### config.mk
export PLATFORM = sky130hd
export DESIGN_NAME = drbc_front_flat
export DESIGN_NICKNAME = d
export VERILOG_FILES = /design/src/drbc_pkg.sv /design/src/drbc_if.sv /design/src/drbc_front.sv /design/src/flat_wrapper.sv
export SDC_FILE = /design/constraint.sdc
export NUM_CORES = 1
export LEC_CHECK = 0
export ABC_AREA = 1
export BUFFER_PORTS_ARGS = -buffer_cell sky130_fd_sc_hd__buf_2
export CORE_MARGIN = 1.5
export CORE_UTILIZATION = 61
export DETAILED_ROUTE_END_ITERATION = 7
export PLACE_DENSITY = 0.84
export SYNTH_ARGS = -nofsm -noshare
export SYNTH_HDL_FRONTEND = slang
export SYNTH_SLANG_ARGS = --single-unit
### constraint.sdc
create_clock -name clk -period 13.7 [get_ports clk]
set_input_delay 3.425 -clock clk [delete_from_list [all_inputs] [get_ports clk]]
set_output_delay 3.425 -clock clk [all_outputs]
set_load 0.01 [all_outputs]
### src/drbc_pkg.sv
// ----------------------------------------------------------------------------
// drbc_pkg: shared types and constants for the request bounds check unit
// Status codes, configuration and the item record passed along the cell row.
// ----------------------------------------------------------------------------
package drbc_pkg;

  localparam int DEVICE_BLOCK_SHIFT = 9;
  localparam int CFG_IDX_W  = 3;
  localparam int CFG_DATA_W = 32;
  localparam int QUO_W      = 33;   // dividend / quotient width
  localparam int DVS_W      = 31;   // sector size units times sectors per cylinder
  localparam int CHK_W      = 41;   // wide enough for shifted offsets plus length

  typedef enum logic [1:0] {
    ST_OK      = 2'd0,
    ST_END     = 2'd1,
    ST_INVALID = 2'd2,
    ST_RDONLY  = 2'd3
  } drbc_status_t;

  typedef enum logic [CFG_IDX_W-1:0] {
    REG_RAW_OFFSET   = 3'd0,
    REG_LABEL_OFFSET = 3'd1,
    REG_BLOCK_SHIFT  = 3'd2,
    REG_SECTOR_UNITS = 3'd3,
    REG_SPC          = 3'd4,
    REG_LABEL_WE     = 3'd5
  } drbc_reg_t;

  typedef struct packed {
    logic [31:0] raw_partition_offset;
    logic [7:0]  label_sector_offset;
    logic [2:0]  block_shift;
    logic [6:0]  sector_size_units;
    logic [23:0] sectors_per_cylinder;
    logic        label_write_enable;
  } drbc_cfg_t;

  typedef struct packed {
    drbc_status_t     status;
    logic [30:0]      byte_count;
    logic [30:0]      residual;
    logic [DVS_W-1:0] rem;
    logic [QUO_W-1:0] quo;
    logic [DVS_W-1:0] dvs;
  } drbc_item_t;

endpackage

### src/drbc_if.sv
// ----------------------------------------------------------------------------
// drbc request / response channels
// Valid/ready channels; a transfer happens when valid and ready are both high.
// ----------------------------------------------------------------------------
interface drbc_req_if;
  logic               valid;
  logic               ready;
  logic signed [31:0] start_block;
  logic [30:0]        byte_count;
  logic               is_read;
  logic [31:0]        part_size;
  logic [31:0]        part_offset;

  modport source (output valid, start_block, byte_count, is_read, part_size, part_offset,
                  input ready);
  modport sink   (input valid, start_block, byte_count, is_read, part_size, part_offset,
                  output ready);
endinterface


### src/drbc_front.sv
// ----------------------------------------------------------------------------
// drbc_front: bounds and label checks
// Registers the status, truncated length and the dividend/divisor for the row.
// ----------------------------------------------------------------------------
module drbc_front (
  input  logic                   clk,
  input  logic                   rst,
  input  drbc_pkg::drbc_cfg_t    cfg,
  drbc_req_if.sink               req,
  output logic                   out_valid,
  input  logic                   out_ready,
  output drbc_pkg::drbc_item_t   out_item
);
  localparam int W  = drbc_pkg::CHK_W;
  localparam int DB = drbc_pkg::DEVICE_BLOCK_SHIFT;

  logic                 valid;
  drbc_pkg::drbc_item_t item, item_next;
  logic [W-1:0] blk, n, n2, psize, poff, label, first;
  logic [31:0]  nsum;
  logic [W-1:0] bc2_wide;
  logic         invalid0, over, at_end, beyond, ro;
  logic [30:0]  dvs_prod;

  assign req.ready = !valid || out_ready;
  assign out_valid = valid;
  assign out_item  = item;

  always_comb begin
    invalid0 = req.start_block[31] || (cfg.sector_size_units == '0) ||
               (cfg.sectors_per_cylinder == '0);
    blk   = W'(req.start_block[30:0]);
    psize = W'(req.part_size)   << cfg.block_shift;
    poff  = W'(req.part_offset) << cfg.block_shift;
    label = (W'(cfg.raw_partition_offset) + W'(cfg.label_sector_offset)) << cfg.block_shift;
    nsum  = {1'b0, req.byte_count} + 32'((1 << DB) - 1);
    n     = W'(nsum >> DB);
    over   = (blk + n) > psize;
    at_end = blk == psize;
    beyond = blk > psize;
    n2       = over ? (psize - blk) : n;
    bc2_wide = n2 << DB;
    first    = blk + poff;
    ro = (first <= label) && ((first + n2) > label) && !req.is_read &&
         !cfg.label_write_enable;
    dvs_prod = 31'(cfg.sector_size_units * cfg.sectors_per_cylinder);

    item_next.byte_count = req.byte_count;
    item_next.residual   = '0;
    item_next.rem        = '0;
    item_next.quo        = '0;
    item_next.dvs        = 31'd1;   // keeps the row's quotient at zero
    priority if (invalid0) begin
      item_next.status = drbc_pkg::ST_INVALID;
    end else if (over && at_end) begin
      item_next.status   = drbc_pkg::ST_END;
      item_next.residual = req.byte_count;
    end else if (over && beyond) begin
      item_next.status = drbc_pkg::ST_INVALID;
    end else begin
      if (over) item_next.byte_count = bc2_wide[30:0];
      if (ro) begin
        item_next.status = drbc_pkg::ST_RDONLY;
      end else begin
        item_next.status = drbc_pkg::ST_OK;
        item_next.quo    = 33'(req.start_block[30:0]) + 33'(req.part_offset);
        item_next.dvs    = dvs_prod;
      end
    end
  end

  always_ff @(posedge clk) begin
    if (rst) begin
      valid <= 1'b0;
    end else if (req.ready) begin
      valid <= req.valid;
    end
    if (req.ready && req.valid) begin
      item <= item_next;
    end
  end
endmodule

### src/flat_wrapper.sv
// flat-port wrapper written by rule: the top's interface ports become plain ports
module drbc_front_flat 
  (clk, rst, cfg, out_valid, out_ready, out_item, req_valid, req_start_block, req_byte_count, req_is_read, req_part_size, req_part_offset, req_ready);
  drbc_req_if req_i ();
  input  logic clk;
  input  logic rst;
  input  drbc_pkg::drbc_cfg_t cfg;
  output logic out_valid;
  input  logic out_ready;
  output drbc_pkg::drbc_item_t out_item;
  input wire logic [$bits(req_i.valid)-1:0] req_valid;
  input wire logic [$bits(req_i.start_block)-1:0] req_start_block;
  input wire logic [$bits(req_i.byte_count)-1:0] req_byte_count;
  input wire logic [$bits(req_i.is_read)-1:0] req_is_read;
  input wire logic [$bits(req_i.part_size)-1:0] req_part_size;
  input wire logic [$bits(req_i.part_offset)-1:0] req_part_offset;
  output wire logic [$bits(req_i.ready)-1:0] req_ready;
  assign req_i.valid = req_valid;
  assign req_i.start_block = req_start_block;
  assign req_i.byte_count = req_byte_count;
  assign req_i.is_read = req_is_read;
  assign req_i.part_size = req_part_size;
  assign req_i.part_offset = req_part_offset;
  assign req_ready = req_i.ready;
  drbc_front u_core (.clk(clk), .rst(rst), .cfg(cfg), .req(req_i), .out_valid(out_valid), .out_ready(out_ready), .out_item(out_item));
endmodule
==> flow_metrics.env <==
export IMPL_die_width_um=213
export IMPL_grt_pass1_wl_um=137000
export IMPL_path_class="input port to flip-flop"
export IMPL_cts_sinks=129
export IMPL_vdd_drop_max_mv=0.180
export IMPL_yosys_area_top_type="ha_1"
export IMPL_num_vias=27743
export IMPL_synth_top_area_share_pct=15.2
export IMPL_power_w=0.00343
export IMPL_synthCells=3973
export IMPL_relSlewSlack_pct=31.2
export IMPL_final_cells=4819
export IMPL_drv_cap=0
export IMPL_vias_per_cell=5.76
export IMPL_die_area_um2=45200
export IMPL_ys_ff_latch=129
export IMPL_cts_tree="built"
export IMPL_place_gp_congestion=1.07
export IMPL_cp_max_fo=22
export IMPL_synth_edff_count=128
export IMPL_clkTransAtPathRegs_ps=60
export IMPL_r2r_start="u_core.out_valid$_SDFFE_PP0N_"
export IMPL_grt_met3_usage_pct=7.34
export IMPL_drv_slew=0
export IMPL_area_delta_synth_final_pct=9.32
export IMPL_num_fill_cells=3925
export IMPL_synth_common_cells="1006 x nand2_1, 588 x inv_1, 326 x ha_1"
export IMPL_hp_start="u_core.out_valid$_SDFFE_PP0N_"
export IMPL_wl_per_cell_um=18.4
export IMPL_htree_levels=4
export IMPL_drt_first_iter_violations=2709
export IMPL_routed_wl_um=88800
export IMPL_drive_gt1_share_pct=11.9
export IMPL_antenna_found_initial=0
export IMPL_first_global_vias=25771
export IMPL_clk_latency_ps=480
export IMPL_yosysUniqueCellTypes=62
export IMPL_cts_root_buf="clkbuf_16"
export IMPL_grt_max_degree=101
export IMPL_synth_area_leaders="ha_1 15%, edfxtp_1 14%, nand2_1 14%"
export IMPL_cellPowerDensity_nw_per_um2=117
export IMPL_crit_path_frequent_cell="nand2_1"
export IMPL_met1_usage_pct=48.5
export IMPL_ys_seq_area_share_pct=14.4
export IMPL_synthArstFlopShare_pct=0
export IMPL_min_period_ps=12990
export IMPL_core_um2=43300
export IMPL_cpPeakStageDelay_ps=510
export IMPL_period_share_pct=94.8
export IMPL_finalSetupViolCount=0
export IMPL_avgSynthCellArea_um2=6.75
export IMPL_crit_path_end_kind="flip-flop"
export IMPL_ys_flop_type="edfxtp_1"
export IMPL_numCtsBuffers=17
export IMPL_yosysMostFrequentCell="nand2_1"
export IMPL_reg2reg_slack_ps=11300
export IMPL_tns_ps=0
export IMPL_finClkSkew_ps=9.57
export IMPL_rsz0062_at_grt="no"
export IMPL_dp_hpwl_um=74000
export IMPL_critical_path_startpoint="req_byte_count[5]"
export IMPL_die_y_um=213
export IMPL_hold_viol=0
export IMPL_tightestPinTransition_ps=1030
export IMPL_grtUsageTotal_pct=39.3
export IMPL_syn_area_um2=26800
export IMPL_fmax_mhz=77.0
export IMPL_critPathSlowestCell="o311ai_0"
export IMPL_worstPathRequired_ps=14040
export IMPL_portBuffers=336
export IMPL_critPathLaunchType="input port"
export IMPL_use_met2_pct=66.1
export IMPL_cts_path_max_buffers=2
export IMPL_start_util_pct=62.0
export IMPL_dp_cells=4781
export IMPL_synth_warnings=0
export IMPL_ant_nets=0
export IMPL_busiest_layer="met2"
export IMPL_status="finished, final reports clean"
export IMPL_rows=76
export IMPL_hold_path_class="flip-flop to flip-flop"
export IMPL_dr_pass1_iters=7
export IMPL_leakage_nw=15.4
export IMPL_drc=0
export IMPL_arrival_ps=13320
export IMPL_cts_hold_buf=0
export IMPL_fin_nets=4868
export IMPL_grt_overflow_total=0
export IMPL_pin_count=368
[path summary, 6_finish.rpt]
| kind | to | cells past startpoint |
|---|---|---|
| worst max-delay path | u_core.out_item[37]$_SDFFCE_PP0P_ | 66 |
| worst min-delay path | u_core.out_valid$_SDFFE_PP0N_ | 2 |
| worst min register to register | u_core.out_valid$_SDFFE_PP0N_ | 2 |
| worst max register to register | u_core.out_item[29]$_SDFFCE_PP0P_ | 3 |
[critical path: cells and delay by family]
family / cells / cell delay [ps]
AO/OA/AOI/OAI: 8 / 1590
XOR/XNOR: 3 / 530
adder cells (fa/ha/maj): 5 / 1590
buffers and inverters: 7 / 1010
AND/OR/NAND/NOR: 43 / 5150
[metal layers]
metal,vias up,part of all wire (%)
li1,13476,-
met1,12752,40
met2,1229,47
met3,286,8.3
met4,0,5.1
met5,-,0
[layout by cell type (no fill, tap or decap), drive strengths merged, types with 8 or more instances in the layout]
cell type,n
o221ai,8
o21a,15
mux2i,14
nand4,46
clkbuf,18
nor4,36
inv,601
a21boi,16
nand2,1022
nor3,49
or2,8
xor2,139
a31oi,19
a21oi,314
ha,326
nand3,208
xnor2,65
o21bai,16
buf,362
o21ai,310
edfxtp,128
nor2,303
a211oi,8
conb,31
a21o,11
fa,115
[cell families after synthesis]
kind of cell	count (synthesis)	share of synthesized area, %
AND/OR/NAND/NOR	1684	28.0
buffers and inverters	758	11.6
adder cells (fa/ha/maj)	441	23.8
XOR/XNOR	204	6.66
multiplexers	14	0.523
other	1	0.0140
flip-flops	129	14.4
AO/OA/AOI/OAI	742	15.0
[where the power goes]
group | switching, W | internal, W | total (W)
clock network | 0.000205 | 0.000255 | 0.000460
registers | 0.0000250 | 0.000521 | 0.000546
logic | 0.00155 | 0.000881 | 0.00243
total | 0.00178 | 0.00166 | 0.00343
[through the flow]
stage	util [%]	worst slack [ps]	cell area, um2	hold slack [ps]
floorplan	-	1750	26900	577
global placement	66.2	457	28700	518
detailed placement	66.2	284	28700	526
CTS	67.6	720	29200	536
global route	67.8	20.3	29300	567
finish	67.8	715	29300	534
[what timing repair did]
action	in CTS	in global routing
setup buffers	0	5
endpoints found under the setup margin	0	57
gates resized for setup	0	10
[sequential cells by signal, summed over array words and instances, names as in the netlist]
name and count:
u_core.out_item 128, u_core.out_valid 1
[final cells by class]
type                       count  area (um2)  share of cell area [%]
clock inverter                14         148                   0.504
multi-input combinational   3116       20000                    68.2
tap                          585         732                    2.50
timing repair buffer         362        1920                    6.56
inverter                     594        2230                    7.61
antenna                        1        2.50                 0.00854
clock buffer                  18         429                    1.46
sequential                   129        3860                    13.2
Power figures use the tool's default switching activity.
