$ cat config.mk
export PLATFORM = sky130hd
export DESIGN_NAME = drbc_div_cell
export DESIGN_NICKNAME = d
export VERILOG_FILES = /design/src/drbc_pkg.sv /design/src/drbc_div_cell.sv
export SDC_FILE = /design/constraint.sdc
export NUM_CORES = 1
export LEC_CHECK = 0
export BUFFER_PORTS_ARGS = -buffer_cell sky130_fd_sc_hd__buf_2
export CAP_MARGIN = 40
export CORE_MARGIN = 2
export CORE_UTILIZATION = 40
export DETAILED_ROUTE_END_ITERATION = 10
export PLACE_DENSITY_LB_ADDON = 0.05
export SLEW_MARGIN = 20
export SYNTH_ARGS = -nofsm -noshare
export SYNTH_HDL_FRONTEND = slang
export SYNTH_SLANG_ARGS = --single-unit
$ cat constraint.sdc
create_clock -name clk -period 4.8 [get_ports clk]
set_input_delay 0.24 -clock clk [delete_from_list [all_inputs] [get_ports clk]]
set_output_delay 0.24 -clock clk [all_outputs]
set_load 0.005 [all_outputs]
$ cat src/drbc_pkg.sv
// ----------------------------------------------------------------------------
// drbc_pkg: shared types and constants for the request bounds check unit
// Status codes, configuration and the item record passed along the cell row.
// ----------------------------------------------------------------------------
package drbc_pkg;

  localparam int DEVICE_BLOCK_SHIFT = 9;
  localparam int CFG_IDX_W  = 3;
  localparam int CFG_DATA_W = 32;
  localparam int QUO_W      = 33;   // dividend / quotient width
  localparam int DVS_W      = 31;   // sector size units times sectors per cylinder
  localparam int CHK_W      = 41;   // wide enough for shifted offsets plus length

  typedef enum logic [1:0] {
    ST_OK      = 2'd0,
    ST_END     = 2'd1,
    ST_INVALID = 2'd2,
    ST_RDONLY  = 2'd3
  } drbc_status_t;

  typedef enum logic [CFG_IDX_W-1:0] {
    REG_RAW_OFFSET   = 3'd0,
    REG_LABEL_OFFSET = 3'd1,
    REG_BLOCK_SHIFT  = 3'd2,
    REG_SECTOR_UNITS = 3'd3,
    REG_SPC          = 3'd4,
    REG_LABEL_WE     = 3'd5
  } drbc_reg_t;

  typedef struct packed {
    logic [31:0] raw_partition_offset;
    logic [7:0]  label_sector_offset;
    logic [2:0]  block_shift;
    logic [6:0]  sector_size_units;
    logic [23:0] sectors_per_cylinder;
    logic        label_write_enable;
  } drbc_cfg_t;

  typedef struct packed {
    drbc_status_t     status;
    logic [30:0]      byte_count;
    logic [30:0]      residual;
    logic [DVS_W-1:0] rem;
    logic [QUO_W-1:0] quo;
    logic [DVS_W-1:0] dvs;
  } drbc_item_t;

endpackage

$ cat src/drbc_div_cell.sv
// ----------------------------------------------------------------------------
// drbc_div_cell: one restoring division step
// Shifts one dividend bit into the remainder and one quotient bit out.
// ----------------------------------------------------------------------------
module drbc_div_cell (
  input  logic                 clk,
  input  logic                 rst,
  input  logic                 in_valid,
  output logic                 in_ready,
  input  drbc_pkg::drbc_item_t in_item,
  output logic                 out_valid,
  input  logic                 out_ready,
  output drbc_pkg::drbc_item_t out_item
);
  logic                 valid;
  drbc_pkg::drbc_item_t item, item_next;
  logic [31:0]          rs, diff;
  logic                 ge;

  assign in_ready  = !valid || out_ready;
  assign out_valid = valid;
  assign out_item  = item;

  always_comb begin
    rs   = {in_item.rem, in_item.quo[32]};
    diff = rs - {1'b0, in_item.dvs};
    ge   = rs >= {1'b0, in_item.dvs};
    item_next     = in_item;
    item_next.rem = ge ? diff[30:0] : rs[30:0];
    item_next.quo = {in_item.quo[31:0], ge};
  end

  always_ff @(posedge clk) begin
    if (rst) begin
      valid <= 1'b0;
    end else if (in_ready) begin
      valid <= in_valid;
    end
    if (in_ready && in_valid) begin
      item <= item_next;
    end
  end
endmodule

==> impl_metrics.yaml, run 1 <==
power_and_ir_drop:
  leakagePower_nw: 4.70
  p_sw_share_pct: 25.5
  clkPwrFrac_pct: 37.1
  p_comb_share_pct: 17.2
  ir_drop_uv: 251
  intPower_mw: 2.75
  power.density_nw_per_um2: 344
  power_switching_mw: 0.940
  sequentialPowerShare_pct: 45.7
clocking:
  cts_buffers: 17
  cts-resized-gates: 0
  tritoncts: "built"
  htreeDepth: 4
  clock_sinks: 160
  path_clk_slew_ns: 0.06
  clockRootBuffer: "clkbuf_16"
  clkLatencyLatePin_ns: 0.42
  postCtsSetupBuffers: 0
  cts_buffer_depth: 2
  hold_buffers: 122
final_layout:
  area.growth.synth_to_final_pct: 52.4
  nFillCells: 1376
  final_core_util_pct: 62.3
  drive_gt1_share_pct: 39.2
  fin_cells: 1208
  final_nets: 1164
synth:
  netlist_area_sq_um: 7050
  yosysSeqAreaShare_pct: 68.0
  synthesis.nets: 709
  ys_types: 56
  yosysWarnings: 0
  synth_top_area_share_pct: 67.8
  synthTopCellsByArea: "edfxtp_1, ha_1, a21oi_1"
  synth_ff_type: "edfxtp_1"
  synthCells: 514
  synth.avg_cell_area_sq_um: 13.7
  ys_ff_latch: 160
  synth-edff-count: 159
  async_reset_ff_share_pct: 0
  yosys.area.top_type: "edfxtp_1"
critical_path:
  worstPathRequired_ns: 5.06
  endpoint_kind: "flip-flop"
  start_kind: "input port"
  path_class: "in -> reg"
  cp_max_fo: 32
  cp_common_cell: "a21o_1"
  r2r_cells: 4
  worst_ep_arrival_time_ns: 3.83
  cpPeakStageDelay_ns: 0.52
  worstPathCellList: "dlygate4sd3_1, buf_2, inv_1, ha_1, a21o_1, a21o_1, a2111oi_0, nor3_1, a211o_1, nor2_4, inv_2, buf_12, o211a_1, nor3_2"
  cpMaxStageDelayCell: "dlygate4sd3_1"
die:
  chipHeight_um: 137
  initial_core_util_pct: 40.9
  ioPinCount: 324
  die_area_sq_um: 18700
  die-width_um: 137
  core-area_sq_um: 17200
  rows: 48
global_route:
  grt_pass1_vias: 5854
  grt_pass1_wl_um: 30800
  grt_max_degree: 47
  grt_use_total_pct: 22.0
  antenna_found_initial: 2
  overflow: 0
timing:
  setup-violations-final: 0
  tightestPinTransition_ns: 0.569
  setup_slack_ns: 1.24
  finClkSkew_ns: 0.00863
  period_needed_ns: 3.56
  period_share_pct: 74.3
  tns_ns: 0
  rsz0062_at_grt: "false"
  maxSlewHeadroom_pct: 61.7
  fmax_ghz: 0.281
  hold_viol: 0
  hold-worst-slack_ns: 0.0181
  slew_viol_final: 0
hold_path:
  worstHoldPathCells: 1
  min_path_type: "in -> reg"
detailed_routing:
  num_vias: 5837
  drtAntennaViolNets: 0
  drt_pass1_iterations: 5
  detail_route.wl_per_cell_um: 17.5
  drt_wl_total_um: 21100
  drt-initial-drc-count: 289
  via_per_inst: 4.83
  drc: 0
job:
  cap_violations: 0
place:
  pre_cts_ws_ns: 1.33
  io_buffers: 323
  dp.cells: 1053
  routabilityCongestion: 0.882
  dp_hpwl_um: 15600
status:
  status: "finished clean"
-- layout by cell type (no fill, tap or decap), types with 4 or more instances in the layout --
master,netlist,routed
xor2_1,10,10
a21o_1,7,7
a21oi_2,10,10
nand3_1,5,5
nor2_2,8,8
a21oi_1,41,41
inv_8,0,4
ha_1,31,31
edfxtp_1,159,159
clkbuf_16,0,17
nand2b_1,5,5
xnor2_1,14,14
buf_2,4,323
dlygate4sd3_1,0,122
nor2_1,34,34
o21bai_1,7,7
nand4_1,8,8
inv_1,43,43
o21ai_0,22,22
nand2_1,36,36
-- layer usage --
metal  track usage [%]  share of wire (%)  up-vias
met5                 0                  0        -
met4              9.84                3.1        0
li1                  -                  -     2828
met2              39.1                 50      225
met3              5.00                6.3       37
met1              25.3                 40     2747
-- power groups by stage --
stage	Clock (mW)	Sequential, mW	Combinational [mW]
CTS	1.40	1.69	0.637
global placement	0	1.72	0.539
finish	1.37	1.69	0.635
detailed placement	0	1.72	0.552
floorplan	0	1.75	0.285
global route	1.45	1.70	0.699
-- Yosys cell counts, types with 4 or more instances --
| cell type | n |
|---|---|
| a21o_1 | 7 |
| a21oi_1 | 41 |
| a21oi_2 | 10 |
| buf_2 | 4 |
| buf_6 | 4 |
| clkbuf_1 | 5 |
| edfxtp_1 | 159 |
| ha_1 | 31 |
| inv_1 | 43 |
| nand2_1 | 36 |
| nand2b_1 | 5 |
| nand3_1 | 5 |
| nand4_1 | 8 |
| nor2_1 | 34 |
| nor2_2 | 8 |
| o21ai_0 | 22 |
| o21bai_1 | 7 |
| xnor2_1 | 14 |
| xor2_1 | 10 |
-- cells by family (layout without fill, tap and decap cells) --
| family | after synthesis | count (layout) | share of synthesized area (%) |
|---|---|---|---|
| other | 0 | 2 | 0 |
| XOR/XNOR | 24 | 24 | 2.98 |
| AND/OR/NAND/NOR | 119 | 119 | 8.17 |
| multiplexers | 1 | 1 | 0.213 |
| buffers and inverters | 57 | 524 | 3.53 |
| adder cells (fa/ha/maj) | 32 | 32 | 5.79 |
| AO/OA/AOI/OAI | 121 | 121 | 11.3 |
| flip-flops | 160 | 160 | 68.0 |
-- state kept, by name (all words and copies together), names as in the netlist --
register / flops
out_valid: 1
out_item: 159
-- layout make-up --
class                      count  area [sq um]  area share, %
multi-input combinational    297          2010           18.7
inverter                      44           165           1.54
tap                          225           282           2.62
timing repair buffer         449          2890           26.9
clock buffer                  17           425           3.96
clock inverter                14           171           1.60
sequential                   160          4790           44.6
antenna                        2          5.00         0.0466
-- critical path: cells and delay by family --
family                     cells  cell delay [ns]
and+or+nand+nor                3             0.69
adders and majority gates      1             0.35
buffers and inverters          5             1.23
AOI/OAI and AO/OA              5             1.28
-- final timing paths --
path | start | end | slack (ns)
max | in_item[25] | out_item[91] | 1.24
min reg2reg | out_valid | out_valid | 0.56
min | in_item[21] | out_item[21] | 0.02
max reg2reg | out_valid | out_item[78] | 2.68
-- stage by stage --
step           power (mW)  instance area [sq um]
5_1_grt              3.85                  10700
6_report             3.69                  10700
4_1_cts              3.73                  10700
3_5_place_dp         2.27                   8920
2_1_floorplan        2.03                   7050
3_3_place_gp         2.26                   8880
Note: power is estimated with default switching activity, not from simulation.
==> inputs of run 2 (changes only) <==
==> constraint.sdc (replaced) <==
create_clock -name clk -period 3.67 [get_ports clk]
set_input_delay 0.1835 -clock clk [delete_from_list [all_inputs] [get_ports clk]]
set_output_delay 0.1835 -clock clk [all_outputs]
set_load 0.005 [all_outputs]
==> run 2 against run 1 <==
Against the previous run: critical path depth is 1 lower; largest cell class unchanged; highest routed layer unchanged; register-to-register slack got worse by 0.94 ns; sequential cell count did not move; die area is the same.
==> impl_metrics.yaml, run 2 (same netlist as run 1, synthesis figures left out) <==
status:
  status: "finished clean"
final_layout:
  largest_reg_flops: 159
  drive_gt1_share_pct: 39.1
  nFillCells: 1391
  area.growth.synth_to_final_pct: 53.2
  final_cell_mix: "buf_2, edfxtp_1, dlygate4sd3_1"
  multiInputGateArea_sq_um: 2010
  final_common_cell: "buf_2"
  final_nets: 1173
  seq_area_sq_um: 4790
  final_core_util_pct: 62.6
timing:
  slew_viol_final: 0
  hold_viol: 0
  hold-worst-slack_ns: 0.0588
  tns_ns: 0
  setup-violations-final: 0
  tightestPinTransition_ns: 0.553
  maxSlewHeadroom_pct: 63.1
  fmax_ghz: 0.304
  rsz0062_at_grt: "false"
  finClkSkew_ns: 0.00946
  period_share_pct: 89.5
  setup_slack_ns: 0.385
  period_needed_ns: 3.29
global_route:
  grt_max_degree: 62
  overflow: 0
  grt_pass1_wl_um: 31300
  grt_use_total_pct: 22.4
  antenna_found_initial: 3
  grt_pass1_vias: 5933
clocking:
  path_clk_slew_ns: 0.07
  cts_buffers: 17
  tritoncts: "built"
  htreeDepth: 4
  postCtsSetupBuffers: 0
  clkLatencyLatePin_ns: 0.42
  clockRootBuffer: "clkbuf_16"
  cts_buffer_depth: 2
  clock_sinks: 160
  cts-resized-gates: 0
detailed_routing:
  num_vias: 5873
  detail_route.wl_per_cell_um: 17.5
  drt_wl_total_um: 21300
  drt-initial-drc-count: 254
  drt_pass1_iterations: 5
  via_per_inst: 4.82
  drtAntennaViolNets: 0
  drc: 0
critical_path:
  worstPathRequired_ns: 3.83
  cp_max_fo: 25
  path_class: "in -> reg"
  worst_ep_arrival_time_ns: 3.44
  endpoint_kind: "flip-flop"
  start_kind: "input port"
die:
  die_area_sq_um: 18700
  die-width_um: 137
  initial_core_util_pct: 40.9
  chipHeight_um: 137
  core-area_sq_um: 17200
  rows: 48
  ioPinCount: 324
place:
  routabilityCongestion: 0.864
  pre_cts_ws_ns: 0.480
  io_buffers: 323
  dp_hpwl_um: 15200
job:
  cap_violations: 0
power_and_ir_drop:
  leakagePower_nw: 4.72
  ir_drop_uv: 310
  power.density_nw_per_um2: 437
hold_path:
  min_path_type: "in -> reg"
[run 2: cell count changes in the layout (fill, tap and decap cells not counted), sizes merged, moves of 2 or more]
cell | previous run | this run
clkinv | 2 | 6
buf | 327 | 329
bufinv | 2 | 0
dlygate4sd3 | 122 | 129
[run 2: layout make-up]
class,count,share of cell area (%)
timing repair buffer,458,27.7
clock buffer,18,3.97
tap,225,2.61
multi-input combinational,297,18.6
sequential,160,44.4
clock inverter,14,1.18
inverter,44,1.53
antenna,3,0.0695
[run 2: repair_timing]
action                                  in CTS  in global routing
endpoints found under the setup margin       0                  0
hold buffers                               129                  0
endpoints found under the hold margin      128                  0
[run 2: critical path, stage by stage]
cell and delay (ns):
dlygate4sd3_1 0.53, buf_2 0.13, ha_1 0.22, fa_1 0.41
nor2b_1 0.16, o31a_1 0.17, o21ba_2 0.17, o21ai_1 0.14
a311oi_1 0.45, nor2_4 0.07, inv_2 0.38, buf_4 0.33
a21oi_1 0.10
[run 2: per-layer routing]
layer / up-vias / part of all wire, % / track usage [%]
li1: 2838 / - / -
met1: 2761 / 39 / 26.3
met2: 240 / 52 / 39.6
met3: 34 / 6.5 / 5.00
met4: 0 / 2.8 / 9.43
met5: - / 0 / 0
[run 2: power breakdown]
part | total (mW) | switching (mW) | internal, mW
clock | 1.67 | 0.780 | 0.891
combinational | 0.840 | 0.432 | 0.408
sequential | 2.21 | 0.0316 | 2.18
total | 4.72 | 1.24 | 3.48
[run 2: per-stage QoR]
step,power (mW),instance area [sq um],std cells
6_report,4.72,10800,1219
5_1_grt,4.93,10800,1218
4_1_cts,4.75,10800,1215
3_5_place_dp,2.97,8910,1054
3_3_place_gp,2.96,8910,1054
2_1_floorplan,2.65,7050,514
[run 2: worst paths after layout]
kind               startpoint  slack [ns]  cells past startpoint       endpoint
setup reg to reg    out_valid        1.74                      4  out_item[102]
setup / recovery   in_item[0]        0.38                     13   out_item[67]
hold reg to reg     out_valid        0.87                      2   out_item[34]
hold / removal    in_item[68]        0.06                      3   out_item[69]
==> inputs of run 3 (changes only) <==
--- a/config.mk
+++ b/config.mk
@@ -5,6 +5,7 @@
 export SDC_FILE = /design/constraint.sdc
 export NUM_CORES = 1
 export LEC_CHECK = 0
+export ABC_AREA = 1
 export BUFFER_PORTS_ARGS = -buffer_cell sky130_fd_sc_hd__buf_2
 export CAP_MARGIN = 40
 export CORE_MARGIN = 2
==> run 3 against run 2 <==
Against the previous run: global-route usage increased by 0.19 points; total power increased by 1.7%; critical path type unchanged; wire length increased by 9.9%; critical endpoint is now out_item[94]; design area increased by 6.8%; via count increased by 16%; maximum frequency increased by 17%.
==> impl_metrics.yaml, run 3 <==
synth:
  synth_ff_type: "edfxtp_1"
  synthMostInstantiatedCell: "nand2_1"
  yosysWarnings: 0
  ys_types: 27
  synth_top_area_share_pct: 61.8
  ys_ff_latch: 160
  synthesis.nets: 990
  netlist_area_sq_um: 7730
  yosys.area.top_type: "edfxtp_1"
  synth-edff-count: 159
  synthCells: 795
  yosysSeqAreaShare_pct: 62.0
  yosys-top-cells-count: "nand2_1, edfxtp_1, inv_1"
  synthTopCellsByArea: "edfxtp_1, nand2_1, inv_1"
  async_reset_ff_share_pct: 0
  synth.avg_cell_area_sq_um: 9.72
clocking:
  cts_buffers: 17
  clkLatencyLatePin_ns: 0.43
  path_clk_slew_ns: 0.07
  clockRootBuffer: "clkbuf_16"
  clock_sinks: 160
  cts-resized-gates: 0
  htreeDepth: 4
  cts_buffer_depth: 2
  tritoncts: "built"
detailed_routing:
  detail_route.wl_per_cell_um: 15.3
  drt_pass1_iterations: 5
  drt_wl_total_um: 23400
  drt-initial-drc-count: 257
  wl_met1_um: 9260
  top_layer_used: "met5"
  drc: 0
  num_vias: 6790
  drtAntennaViolNets: 0
  met2_length_um: 11900
  wl_met3_um: 1600
  via_per_inst: 4.43
final_layout:
  antenna_cells: 0
  final_common_cell: "buf_2"
  drive_gt1_share_pct: 29.2
  final_nets: 1456
  largest_reg_flops: 159
  area.growth.synth_to_final_pct: 49.2
  final_cell_mix: "buf_2, nand2_1, edfxtp_1"
timing:
  finClkSkew_ns: 0.0139
  slew_viol_final: 0
  fmax_ghz: 0.355
  setup-violations-final: 0
  maxSlewHeadroom_pct: 64.3
  period_needed_ns: 2.82
  rsz0062_at_grt: "false"
  hold-worst-slack_ns: 0.0181
  hold_viol: 0
  tns_ns: 0
  tightestPinTransition_ns: 0.536
  period_share_pct: 76.8
power_and_ir_drop:
  leakagePower_nw: 5.77
  power.density_nw_per_um2: 416
  ir_drop_uv: 330
die:
  core-area_sq_um: 18800
  chipHeight_um: 143
  rows: 50
  die-width_um: 143
  initial_core_util_pct: 41.1
  die_area_sq_um: 20500
  ioPinCount: 324
global_route:
  antenna_found_initial: 2
  grt_use_total_pct: 22.6
  grt_max_degree: 85
  overflow: 0
  grt_pass1_wl_um: 35300
  grt_pass1_vias: 6873
critical_path:
  cp_max_fo: 35
  start_kind: "input port"
  worst_ep_arrival_time_ns: 3.00
  worstReg2RegStart: "out_valid"
  path_class: "in -> reg"
  worstPathRequired_ns: 3.85
  crit_path_start: "in_item[0]"
  endpoint_kind: "flip-flop"
hold_path:
  min_path_type: "in -> reg"
  min_from: "in_item[13]"
place:
  dp_hpwl_um: 17300
  io_buffers: 323
  routabilityCongestion: 0.920
job:
  cap_violations: 0
status:
  status: "finished clean"
[run 3: changes by cell type after synthesis, sizes merged, moves of 4 or more]
cell,before,now
a211oi,4,0
o21bai,7,3
clkbuf,5,0
nand3,5,44
xnor2,14,0
nand2,36,295
nand2b,5,0
o21ai,23,3
inv,44,157
a21o,7,0
a21oi,51,19
xor2,10,14
[run 3: worst paths after layout]
kind | cells past startpoint | endpoint | slack [ns]
setup reg to reg | 2 | out_item[66] | 2.27
setup / recovery | 16 | out_item[94] | 0.85
hold / removal | 1 | out_item[13] | 0.02
hold reg to reg | 2 | out_valid | 0.54
[run 3: cell families (layout without fill, tap and decap cells)]
kind of cell	after synthesis	count (layout)	share of synthesized area [%]
buffers and inverters	163	642	8.17
adder cells (fa/ha/maj)	32	32	5.28
AND/OR/NAND/NOR	401	401	21.2
XOR/XNOR	14	14	1.59
AO/OA/AOI/OAI	25	25	1.72
flip-flops	160	160	62.0
[run 3: through the flow]
stage / setup WS [ns] / total power, mW / area [sq um] / std cells / utilization [%]
3_5_place_dp: 0.926 / 3.02 / 9690 / 1375 / 51.5
3_3_place_gp: 1.01 / 3.01 / 9690 / 1375 / 51.5
4_1_cts: 0.836 / 4.86 / 11500 / 1534 / 61.2
2_1_floorplan: 0.263 / 2.68 / 7740 / 795 / -
6_report: 0.851 / 4.80 / 11500 / 1534 / 61.2
5_1_grt: 0.518 / 5.04 / 11500 / 1534 / 61.2
[run 3: repair_timing]
action / 4_1_cts / 5_1_grt
hold endpoints to repair: 127 / 0
setup buffers: 0 / 0
hold buffers: 127 / 0
[run 3: cell type report]
type / count / area (sq um)
tap: 260 / 325
clock buffer: 17 / 425
fill: 1666 / 7300
clock inverter: 15 / 145
sequential: 160 / 4790
timing repair buffer: 453 / 2940
multi-input combinational: 472 / 2320
inverter: 157 / 589
[run 3: per-layer routing]
metal,vias up,global-route usage [%]
met5,-,0
met4,4,8.55
li1,3464,-
met1,3028,25.4
met3,49,6.24
met2,245,40.8
[run 3: report_power, final]
| part | switching [mW] | internal, mW | total [mW] |
|---|---|---|---|
| logic | 0.493 | 0.391 | 0.884 |
| clock network | 0.811 | 0.901 | 1.71 |
| registers | 0.0292 | 2.17 | 2.20 |
| total | 1.33 | 3.47 | 4.80 |
[run 3: worst max-delay path, cell delays in order]
cell and delay [ns]:
dlygate4sd3_1 0.53, buf_2 0.13, ha_1 0.22, fa_1 0.37, inv_1 0.11, nand2_1 0.08, nand2_1 0.07, nand3_1 0.06
nand2_1 0.12, nand2_1 0.09, nand3_1 0.08, nand2_2 0.07, nand2_4 0.32, inv_2 0.33, nand2_1 0.13, nand2_1 0.06
